$ cat src/design/frsp_pkg.sv
// frsp_pkg: shared constants and the prime table for the fraction reducer
// no dependencies; imported by frsp_div, fraction_reducer_small_primes and the testbench
`default_nettype none

package frsp_pkg;

    localparam int DEFAULT_VALUE_WIDTH = 32;
    localparam int PRIME_COUNT         = 12;
    localparam int PRIME_IDX_W         = 4;
    localparam int PRIME_W             = 6;

    typedef logic [PRIME_IDX_W-1:0] prime_idx_t;
    typedef logic [PRIME_W-1:0]     prime_t;

    // status of the shared divider, valid in the cycle that done is high
    typedef struct packed {
        logic done;
        logic a_exact;
        logic b_exact;
    } div_status_t;

    function automatic prime_t prime_at(input prime_idx_t idx);
        prime_t p;
        case (idx)
            4'd0:    p = 6'd2;
            4'd1:    p = 6'd3;
            4'd2:    p = 6'd5;
            4'd3:    p = 6'd7;
            4'd4:    p = 6'd11;
            4'd5:    p = 6'd13;
            4'd6:    p = 6'd17;
            4'd7:    p = 6'd19;
            4'd8:    p = 6'd23;
            4'd9:    p = 6'd29;
            4'd10:   p = 6'd31;
            4'd11:   p = 6'd37;
            default: p = 6'd37;
        endcase
        return p;
    endfunction

endpackage

`default_nettype wire

$ cat src/design/frsp_div.sv
// frsp_div: two-lane bit-serial restoring divider by a small prime
// depends on frsp_pkg; one quotient bit per lane per cycle
`default_nettype none

module frsp_div
    import frsp_pkg::*;
#(
    parameter int VALUE_WIDTH = DEFAULT_VALUE_WIDTH
) (
    input  wire logic                   clk,
    input  wire logic                   rst_n,
    input  wire logic                   start,
    input  wire prime_t                 divisor,
    input  wire logic [VALUE_WIDTH-1:0] dividend_a,
    input  wire logic [VALUE_WIDTH-1:0] dividend_b,
    output logic      [VALUE_WIDTH-1:0] quotient_a,
    output logic      [VALUE_WIDTH-1:0] quotient_b,
    output div_status_t                 status
);

    localparam int CNT_W = $clog2(VALUE_WIDTH + 1);

    logic [VALUE_WIDTH-1:0] a_reg, a_next;
    logic [VALUE_WIDTH-1:0] b_reg, b_next;
    prime_t                 ra_reg, ra_next;
    prime_t                 rb_reg, rb_next;
    prime_t                 div_reg;
    logic [CNT_W-1:0]       cnt_reg;
    logic                   run_reg;
    logic                   done_reg;

    logic [PRIME_W:0] ta, tb;
    logic             ge_a, ge_b;

    // one restoring step per lane; the quotient bit shifts in where the dividend leaves
    always_comb
    begin
        ta      = {ra_reg, a_reg[VALUE_WIDTH-1]};
        tb      = {rb_reg, b_reg[VALUE_WIDTH-1]};
        ge_a    = (ta >= {1'b0, div_reg});
        ge_b    = (tb >= {1'b0, div_reg});
        ra_next = ge_a ? PRIME_W'(ta - {1'b0, div_reg}) : PRIME_W'(ta);
        rb_next = ge_b ? PRIME_W'(tb - {1'b0, div_reg}) : PRIME_W'(tb);
        a_next  = {a_reg[VALUE_WIDTH-2:0], ge_a};
        b_next  = {b_reg[VALUE_WIDTH-2:0], ge_b};
    end

    always_ff @(posedge clk or negedge rst_n)
    begin
        if (!rst_n)
        begin
            run_reg  <= 1'b0;
            done_reg <= 1'b0;
            cnt_reg  <= '0;
        end
        else
        begin
            done_reg <= 1'b0;
            if (start)
            begin
                run_reg <= 1'b1;
                cnt_reg <= CNT_W'(VALUE_WIDTH);
            end
            else if (run_reg)
            begin
                cnt_reg <= cnt_reg - CNT_W'(1);
                if (cnt_reg == CNT_W'(1))
                begin
                    run_reg  <= 1'b0;
                    done_reg <= 1'b1;
                end
            end
        end
    end

    always_ff @(posedge clk)
    begin
        if (start)
        begin
            a_reg   <= dividend_a;
            b_reg   <= dividend_b;
            ra_reg  <= '0;
            rb_reg  <= '0;
            div_reg <= divisor;
        end
        else if (run_reg)
        begin
            a_reg  <= a_next;
            b_reg  <= b_next;
            ra_reg <= ra_next;
            rb_reg <= rb_next;
        end
    end

    assign quotient_a     = a_reg;
    assign quotient_b     = b_reg;
    assign status.done    = done_reg;
    assign status.a_exact = (ra_reg == '0);
    assign status.b_exact = (rb_reg == '0);

endmodule

`default_nettype wire

$ cat src/design/fraction_reducer_small_primes.sv
// fraction_reducer_small_primes: top level, sign handling and prime sequencer
// depends on frsp_pkg and frsp_div
//
// usage: present numerator and denominator and raise start while busy is low;
// the word is taken at that edge and busy rises in the next cycle, except for
// 0/0, which never raises busy.
// the block strips the primes 2 to 37 that both magnitudes share, keeping
// each sign, and gives reduced_numerator and reduced_denominator with done
// high for exactly one cycle; the receiver cannot hold the result off.
// busy is low again in the cycle that done is high, so a new word may be
// started then.
// 0/0 is returned unchanged; otherwise every divisibility test is one pass of
// the shared two-lane serial divider, and a fraction needs at most about 44
// tests at 32 bits. one word is in work at a time.
// reset: busy and done drop at once, any word in work is lost.
`default_nettype none

module fraction_reducer_small_primes
    import frsp_pkg::*;
#(
    parameter int VALUE_WIDTH = DEFAULT_VALUE_WIDTH
) (
    input  wire logic                   clk,
    input  wire logic                   rst_n,
    input  wire logic                   start,
    input  wire logic [VALUE_WIDTH-1:0] numerator,
    input  wire logic [VALUE_WIDTH-1:0] denominator,
    output logic                        busy,
    output logic                        done,
    output logic      [VALUE_WIDTH-1:0] reduced_numerator,
    output logic      [VALUE_WIDTH-1:0] reduced_denominator
);

    typedef enum logic [1:0] {
        S_IDLE,
        S_LAUNCH,
        S_WAIT
    } state_t;

    state_t                 state_reg;
    prime_idx_t             idx_reg;
    logic [VALUE_WIDTH-1:0] nmag_reg;
    logic [VALUE_WIDTH-1:0] dmag_reg;
    logic                   nneg_reg;
    logic                   dneg_reg;
    logic                   done_reg;
    logic [VALUE_WIDTH-1:0] rnum_reg;
    logic [VALUE_WIDTH-1:0] rden_reg;

    logic [VALUE_WIDTH-1:0] nmag_in, dmag_in;
    logic [VALUE_WIDTH-1:0] qa, qb;
    div_status_t            dstat;
    logic                   accept;
    logic                   last_prime;

    // magnitude fits VALUE_WIDTH bits unsigned, even for the most negative value
    assign nmag_in = numerator[VALUE_WIDTH-1]   ? (~numerator + VALUE_WIDTH'(1))   : numerator;
    assign dmag_in = denominator[VALUE_WIDTH-1] ? (~denominator + VALUE_WIDTH'(1)) : denominator;

    assign accept     = start && (state_reg == S_IDLE);
    assign last_prime = (idx_reg == PRIME_IDX_W'(PRIME_COUNT - 1));

    frsp_div #(
        .VALUE_WIDTH (VALUE_WIDTH)
    ) u_div (
        .clk        (clk),
        .rst_n      (rst_n),
        .start      (state_reg == S_LAUNCH),
        .divisor    (prime_at(idx_reg)),
        .dividend_a (nmag_reg),
        .dividend_b (dmag_reg),
        .quotient_a (qa),
        .quotient_b (qb),
        .status     (dstat)
    );

    always_ff @(posedge clk or negedge rst_n)
    begin
        if (!rst_n)
        begin
            state_reg <= S_IDLE;
            done_reg  <= 1'b0;
            idx_reg   <= '0;
            nmag_reg  <= '0;
            dmag_reg  <= '0;
            nneg_reg  <= 1'b0;
            dneg_reg  <= 1'b0;
            rnum_reg  <= '0;
            rden_reg  <= '0;
        end
        else
        begin
            done_reg <= 1'b0;
            case (state_reg)
                S_IDLE:
                begin
                    if (accept)
                    begin
                        nmag_reg <= nmag_in;
                        dmag_reg <= dmag_in;
                        nneg_reg <= numerator[VALUE_WIDTH-1];
                        dneg_reg <= denominator[VALUE_WIDTH-1];
                        idx_reg  <= '0;
                        if ((nmag_in == '0) && (dmag_in == '0))
                        begin
                            // zero over zero would divide for ever
                            rnum_reg <= numerator;
                            rden_reg <= denominator;
                            done_reg <= 1'b1;
                        end
                        else
                        begin
                            state_reg <= S_LAUNCH;
                        end
                    end
                end
                S_LAUNCH:
                begin
                    state_reg <= S_WAIT;
                end
                S_WAIT:
                begin
                    if (dstat.done)
                    begin
                        if (dstat.a_exact && dstat.b_exact)
                        begin
                            // both divisible: take quotients, try the same prime again
                            nmag_reg  <= qa;
                            dmag_reg  <= qb;
                            state_reg <= S_LAUNCH;
                        end
                        else if (last_prime || (!dneg_reg && (dmag_reg == VALUE_WIDTH'(1))))
                        begin
                            rnum_reg  <= nneg_reg ? (~nmag_reg + VALUE_WIDTH'(1)) : nmag_reg;
                            rden_reg  <= dneg_reg ? (~dmag_reg + VALUE_WIDTH'(1)) : dmag_reg;
                            done_reg  <= 1'b1;
                            state_reg <= S_IDLE;
                        end
                        else
                        begin
                            idx_reg   <= idx_reg + PRIME_IDX_W'(1);
                            state_reg <= S_LAUNCH;
                        end
                    end
                end
                default:
                begin
                    state_reg <= S_IDLE;
                end
            endcase
        end
    end

    assign busy                = (state_reg != S_IDLE);
    assign done                = done_reg;
    assign reduced_numerator   = rnum_reg;
    assign reduced_denominator = rden_reg;

endmodule

`default_nettype wire

$ cat config.mk
export PLATFORM = sky130hd
export DESIGN_NAME = fraction_reducer_small_primes
export DESIGN_NICKNAME = d
export VERILOG_FILES = /design/src/design/frsp_pkg.sv /design/src/design/frsp_div.sv /design/src/design/fraction_reducer_small_primes.sv
export SDC_FILE = /design/constraint.sdc
export NUM_CORES = 1
export LEC_CHECK = 0
export BUFFER_PORTS_ARGS = -buffer_cell sky130_fd_sc_hd__buf_2
export CORE_UTILIZATION = 40
export CTS_CLUSTER_SIZE = 14
export DETAILED_ROUTE_END_ITERATION = 10
export GPL_TIMING_DRIVEN = 0
export HOLD_SLACK_MARGIN = 0.06
export PLACE_DENSITY = 0.66
export REMOVE_ABC_BUFFERS = 1
export SETUP_SLACK_MARGIN = 0.2
export SYNTH_ARGS = -nofsm -noshare
export SYNTH_HDL_FRONTEND = slang
export SYNTH_SLANG_ARGS = --single-unit
$ cat constraint.sdc
create_clock -name clk -period 3.9 [get_ports clk]
set_clock_uncertainty 0.1 [all_clocks]
set_input_delay 0.195 -clock clk [delete_from_list [all_inputs] [get_ports clk]]
set_output_delay 0.195 -clock clk [all_outputs]
set_load 0.005 [all_outputs]
==> impl_results.md, run 1 <==
- Number of diodes: 0
- Fin nets: 1852
- Antenna-violating nets left: 0
- Avg Cell Area, Syn: 8.784 µm²
- CTS tree: built
- CP delay by family, top: simple AND/OR/NAND/NOR gates
- R2R cell count: 10
- Worst-Margin Slew: 1.229 ns
- Drt initial violations: 987
- R2R Setup Slk: 0.28 ns
- Initial Utilization: 41.02%
- Power consumption: 6617 µW
- Dominant synthesized flop cell: dfrtp_1
- Yosys top cell area share: 25.36%
- Syn. warnings: 0
- Slowest cell on the critical path: or4_4
- Remaining Overflow, GRT: 0
- Sequential share of the synthesized area: 41.73%
- Worst setup SP type: flip-flop
- Worst path cell trace: or4_4 > or3_4 > or3_4 > nor4_4 > buf_4 > a31oi_2 > nor2_2 > a32o_4 > buf_6 > mux2_4
- H-Tree Depth: 1
- Largest net degree at the start of global routing: 93
- Async SR Flop Fraction: 63.88%
- Worst hold margin: 0.07100 ns
- Final instance area: 17010 µm²
- EDFF count, synth: 70
- DRC Markers: 0
- Vias: 12290
- Most frequent cells in the layout: 383 x nand2_1, 178 x o21ai_0, 145 x dfrtp_1
- Status: complete, no violations
- Cts bufs inserted: 27
- Fin crit period: 3.621 ns
- GPL Wtd Cong: 0.8456
- Max_cap viols: 0
- HP Class: input pin to async pin
- Placed Instance Area: 15260 µm²
- Vias in the first global route: 11790
- Yosys reg bits: 227
- Initial antenna violation count: 1
- Sink Count: 227
- Layout Utilization: 48.75%
- Power Dens Cells: 389.1 nW/µm²
- Leakage: 0.007401 µW
- Total Neg Setup Slack: 0 ns
- Crit path arrival time: 3.96 ns
- Area Overhead vs Synth: 18.84%
- Synth cell types: 72
- Via density: 5.500
- Reg-to-reg endpoint: reduced_numerator[9]
- Slowest Stage Delay on Critical Path: 0.52 ns
- Wire length per cell: 18.14 µm
- Share of layout cells above drive strength 1: 17.08%
- Overall routing resource usage: 22.07%
- Num rows: 68
- Reg clk slew, reported paths: 0.06 ns
- Post-Syn Area: 14310 µm²
- Yosys top cell by area: dfrtp_1
- Worst Setup End Kind: flip-flop
- Die height: 191.1 µm
- Mapped Cells: 1629
- FF-to-FF Start: dmag_reg[13]
- Category of the most critical setup path: flip-flop to flip-flop
- Top Ports: 133
- Clock tree buffer depth: 3
- Crit-path max FO: 7
- CP most frequent cell: or3_4
- Max Fclk: 276.2 MHz
- Worst-Skew Late Latency: 0.56 ns
- Synth top area cells: dfrtp_1 25%, edfxtp_1 15%, nand2_1 10%
- Commonest non-fill, non-tap cell in the layout: nand2_1
- Core box area: 34880 µm²
- Placed wire-length estimate: 26760 µm
- DRT Pass-1 Iters: 5
- Root buffer cell: clkbuf_16
- DRT Wirelength: 40540 µm
- I/O Buffers: 132
- First-pass GRT wire length: 64080 µm
- Worst Path Buf+Inv: 2
- Max VDD drop: 0.0003023 V
- Crit share post-route: 92.84%
- RSZ-0062 raised after global routing: false
- WP data required: 4.24 ns
- Die Wd: 191.1 µm
- # setup viols final: 0
- Fin. Hold Viols: 0
- Slew headroom: 18.06%
- Slew Viols, Final: 0
- Die Footprint: 36530 µm²
## logic make-up after synthesis
| family | synth area share, % |
|---|---|
| xor+xnor | 8.019 |
| buf+inv | 4.678 |
| flops | 41.73 |
| mux | 7.555 |
| simple gates | 20.92 |
| compound gates | 14.73 |
| fa+ha+maj | 2.378 |
## routing by layer
| metal | wire length [µm] | up-vias | part of all wire [%] | global-route usage, % |
|---|---|---|---|---|
| met2 | 18240 | 406 | 45 | 34.67 |
| met5 | 13 | - | 0.032 | 0 |
| met3 | 2817 | 79 | 6.9 | 3.947 |
| met4 | 1379 | 2 | 3.4 | 8.150 |
| met1 | 18090 | 5865 | 45 | 30.24 |
| li1 | - | 5940 | - | - |
## stage by stage
| stage | setup slack [ns] | cells |
|---|---|---|
| CTS | 0.2119 | 2227 |
| finish | 0.2793 | 2235 |
| detailed placement | -1.067 | 2113 |
| global placement | -6.128 | 2105 |
| floorplan | -3.107 | 1518 |
| global route | 0.1670 | 2235 |
## cell usage after synthesis, types with 14 or more instances
library cell,n
a21oi_1,81
clkbuf_1,86
dfrtp_1,145
edfxtp_1,70
ha_1,24
inv_1,33
mux2_2,20
mux2_4,49
nand2_1,384
nand2b_1,16
nand3_1,14
nand4_1,18
nor2_1,110
nor3_1,19
nor4_1,27
o21ai_0,180
o31ai_1,30
o41ai_1,21
or3_1,19
xnor2_1,21
xor2_1,110
## timing repair
| item | CTS | global route |
|---|---|---|
| pin swaps | 1 | 5 |
| endpoints found under the setup margin | 129 | 64 |
| setup buffers | 2 | 5 |
| hold endpoints to repair | 214 | 0 |
| resized for setup | 9 | 22 |
| cloned | 1 | 3 |
| hold buffers | 61 | 0 |
## worst max-delay path by stage
stage	startpoint	end	slack [ns]	cells after the start
after global routing	dmag_reg[5]	reduced_denominator[13]	0.17	9
after CTS	nmag_reg[2]	reduced_numerator[31]	0.21	9
after detailed placement	numerator[1]	reduced_numerator[12]	-1.07	13
after global placement	state_reg[0]	reduced_denominator[5]	-6.13	3
after floorplan	state_reg[0]	reduced_denominator[0]	-3.11	3
final	dmag_reg[13]	reduced_numerator[9]	0.28	10
## power by group
group	switching (µW)	internal (µW)
sequential	244	2710
clock	1060	1420
combinational	656	530
## worst register-to-register path: stages (launching register included)
cell and delay (ns):
dfrtp_1 0.44, or4_4 0.52, or3_4 0.36, or3_4 0.37, nor4_4 0.27, buf_4 0.19
a31oi_2 0.13, nor2_2 0.21, a32o_4 0.39, buf_6 0.23, mux2_4 0.31
## layout make-up
type                            count  area, µm²
Clock buffer                       38      757.0
Multi-Input combinational cell   1258       7850
Fill cell                        3285      17880
Inverter                           34      135.1
Tap cell                          455      569.3
Timing Repair Buffer              211       1620
Sequential cell                   227       5971
Clock inverter                     12      102.6
(Power assumes the default switching activity.)
==> run 2: changes to the inputs <==
--- a/config.mk
+++ b/config.mk
@@ -6,6 +6,7 @@
 export NUM_CORES = 1
 export LEC_CHECK = 0
 export BUFFER_PORTS_ARGS = -buffer_cell sky130_fd_sc_hd__buf_2
+export CORE_MARGIN = 2
 export CORE_UTILIZATION = 40
 export CTS_CLUSTER_SIZE = 14
 export DETAILED_ROUTE_END_ITERATION = 10
==> impl_results.md, run 2 (same netlist as run 1, synthesis figures left out) <==
- Status: complete, no violations
- Slew headroom: 18.79%
- Vias in the first global route: 11620
- CTS tree: built
- Worst Path Buf+Inv: 4
- DRT Wirelength: 40570 µm
- Placed wire-length estimate: 26480 µm
- Slew Viols, Final: 0
- Share of layout cells above drive strength 1: 17.28%
- Worst-Skew Late Latency: 0.54 ns
- Max VDD drop: 0.0003241 V
- Num rows: 69
- Leakage: 0.007413 µW
- Top Ports: 133
- Die height: 193.1 µm
- Sw frac: 28.54%
- Antenna-violating nets left: 0
- Number of diodes: 0
- Worst Setup End Kind: flip-flop
- Worst path cell trace: dlygate4sd3_1 > buf_2 > nor2_1 > nand4_1 > o41ai_1 > xor2_1 > buf_4 > o2111ai_1 > nor4_1 > and4_2 > a32o_4 > buf_12 > mux2_2
- Placed cell count: 2118
- P_sw: 1926 µW
- I/O Buffers: 132
- Wire length per cell: 18.13 µm
- Slowest Stage Delay on Critical Path: 0.53 ns
- Remaining Overflow, GRT: 0
- Die Footprint: 37300 µm²
- Power consumption: 6748 µW
- Fin crit period: 3.619 ns
- Drt initial violations: 797
- Hold path cells: 4
- Max Fclk: 276.3 MHz
- Clk pwr share: 38.8%
- Worst-Margin Slew: 1.218 ns
- Crit share post-route: 92.79%
- H-Tree Depth: 1
- Largest net degree at the start of global routing: 103
- Die Wd: 193.1 µm
- Worst setup SP type: input pin
- Crit path arrival time: 3.94 ns
- Layout Utilization: 48.09%
- WP data required: 4.22 ns
- Category of the most critical setup path: input pin to flip-flop
- Fin. Hold Viols: 0
- Root buffer cell: clkbuf_16
- DRT Pass-1 Iters: 5
- Overall routing resource usage: 21.24%
- Cts bufs inserted: 27
- CP delay by family, top: simple AND/OR/NAND/NOR gates
- Area Overhead vs Synth: 18.96%
- Fin nets: 1849
- Slowest cell on the critical path: dlygate4sd3_1
- Max_cap viols: 0
- Flop pwr share: 43.7%
- Total Neg Setup Slack: 0 ns
- Fin cells: 2238
- R2R cell count: 9
- Critical Path Stages: 13
- Sink Count: 227
- First-pass GRT wire length: 63400 µm
- DRC Markers: 0
- Power Dens Cells: 396.4 nW/µm²
- Initial Utilization: 40.42%
- Initial antenna violation count: 0
- Reg clk slew, reported paths: 0.06 ns
- Crit-path max FO: 16
- Core box area: 35400 µm²
- Vias: 12180
- RSZ-0062 raised after global routing: true
- Placed Instance Area: 15230 µm²
- Combinational fraction of design power: 17.5%
- Via density: 5.441
- Clock tree buffer depth: 3
- Commonest non-fill, non-tap cell in the layout: nand2_1
- GPL Wtd Cong: 0.8406
- Internal: 4822 µW
- # setup viols final: 0
- Final instance area: 17020 µm²
- HP Class: input pin to flip-flop
- Most frequent cells in the layout: 383 x nand2_1, 177 x o21ai_0, 144 x dfrtp_1
==> run 2: worst paths after layout <==
path                                 start                       to  slack, ns
setup / recovery             numerator[11]   reduced_denominator[1]       0.28
hold / removal             denominator[13]  reduced_denominator[13]       0.08
setup reg to reg              dmag_reg[14]  reduced_denominator[31]       0.30
hold reg to reg            u_div.ra_reg[5]          u_div.ra_reg[5]       0.40
max in group asynchronous            rst_n             dmag_reg[14]       2.33
min in group asynchronous            rst_n                     done       0.55
==> run 2: layout make-up <==
cell class | instances | area [µm²]
multi-input combinational | 1259 | 7859
fill | 3375 | 18380
sequential | 227 | 5972
inverter | 34 | 131.4
clock inverter | 11 | 137.6
clock buffer | 39 | 780.7
tap | 461 | 576.8
timing repair buffer | 207 | 1564
==> run 2: layer usage <==
layer  up-vias  wire [µm]  global-route usage, %  share of wire (%)
met5         -          0                      0                  0
met4         0       1092                  6.119                2.7
met3        64       2362                  2.932                5.8
met2       367      18480                  34.09                 46
met1      5820      18640                  29.93                 46
li1       5926          -                      -                  -
==> run 2: stage by stage <==
step / setup slack, ns / hold WS (ns)
after detailed placement: -0.8337 / 0.02043
after global routing: 0.1859 / 0.1068
after floorplan: -3.107 / -0.2006
after CTS: 0.2196 / 0.06331
after global placement: -5.981 / 0.3812
final: 0.2813 / 0.07902
==> run 2: power by group through the flow <==
stage          Combinational (µW)  Sequential, µW  Clock [µW]
6_report                     1180            2950        2610
5_1_grt                      1340            2990        2760
4_1_cts                      1170            2950        2680
3_5_place_dp                 1110            2990           0
3_3_place_gp                 1080            2980           0
2_1_floorplan                 788            2910           0
==> run 2: worst min-delay path, delay by kind of cell <==
kind / cells / cell delay [ns]
buf+inv: 1 / 0.21
compound gates: 1 / 0.07
simple gates: 1 / 0.07
mux: 1 / 0.14
==> run 2: what timing repair did <==
action	CTS	global route
cloned	1	2
pin swaps	1	5
endpoints found under the hold margin	210	0
setup endpoints to repair	65	128
gates resized for setup	10	17
hold buffers	59	0
setup buffers	1	7
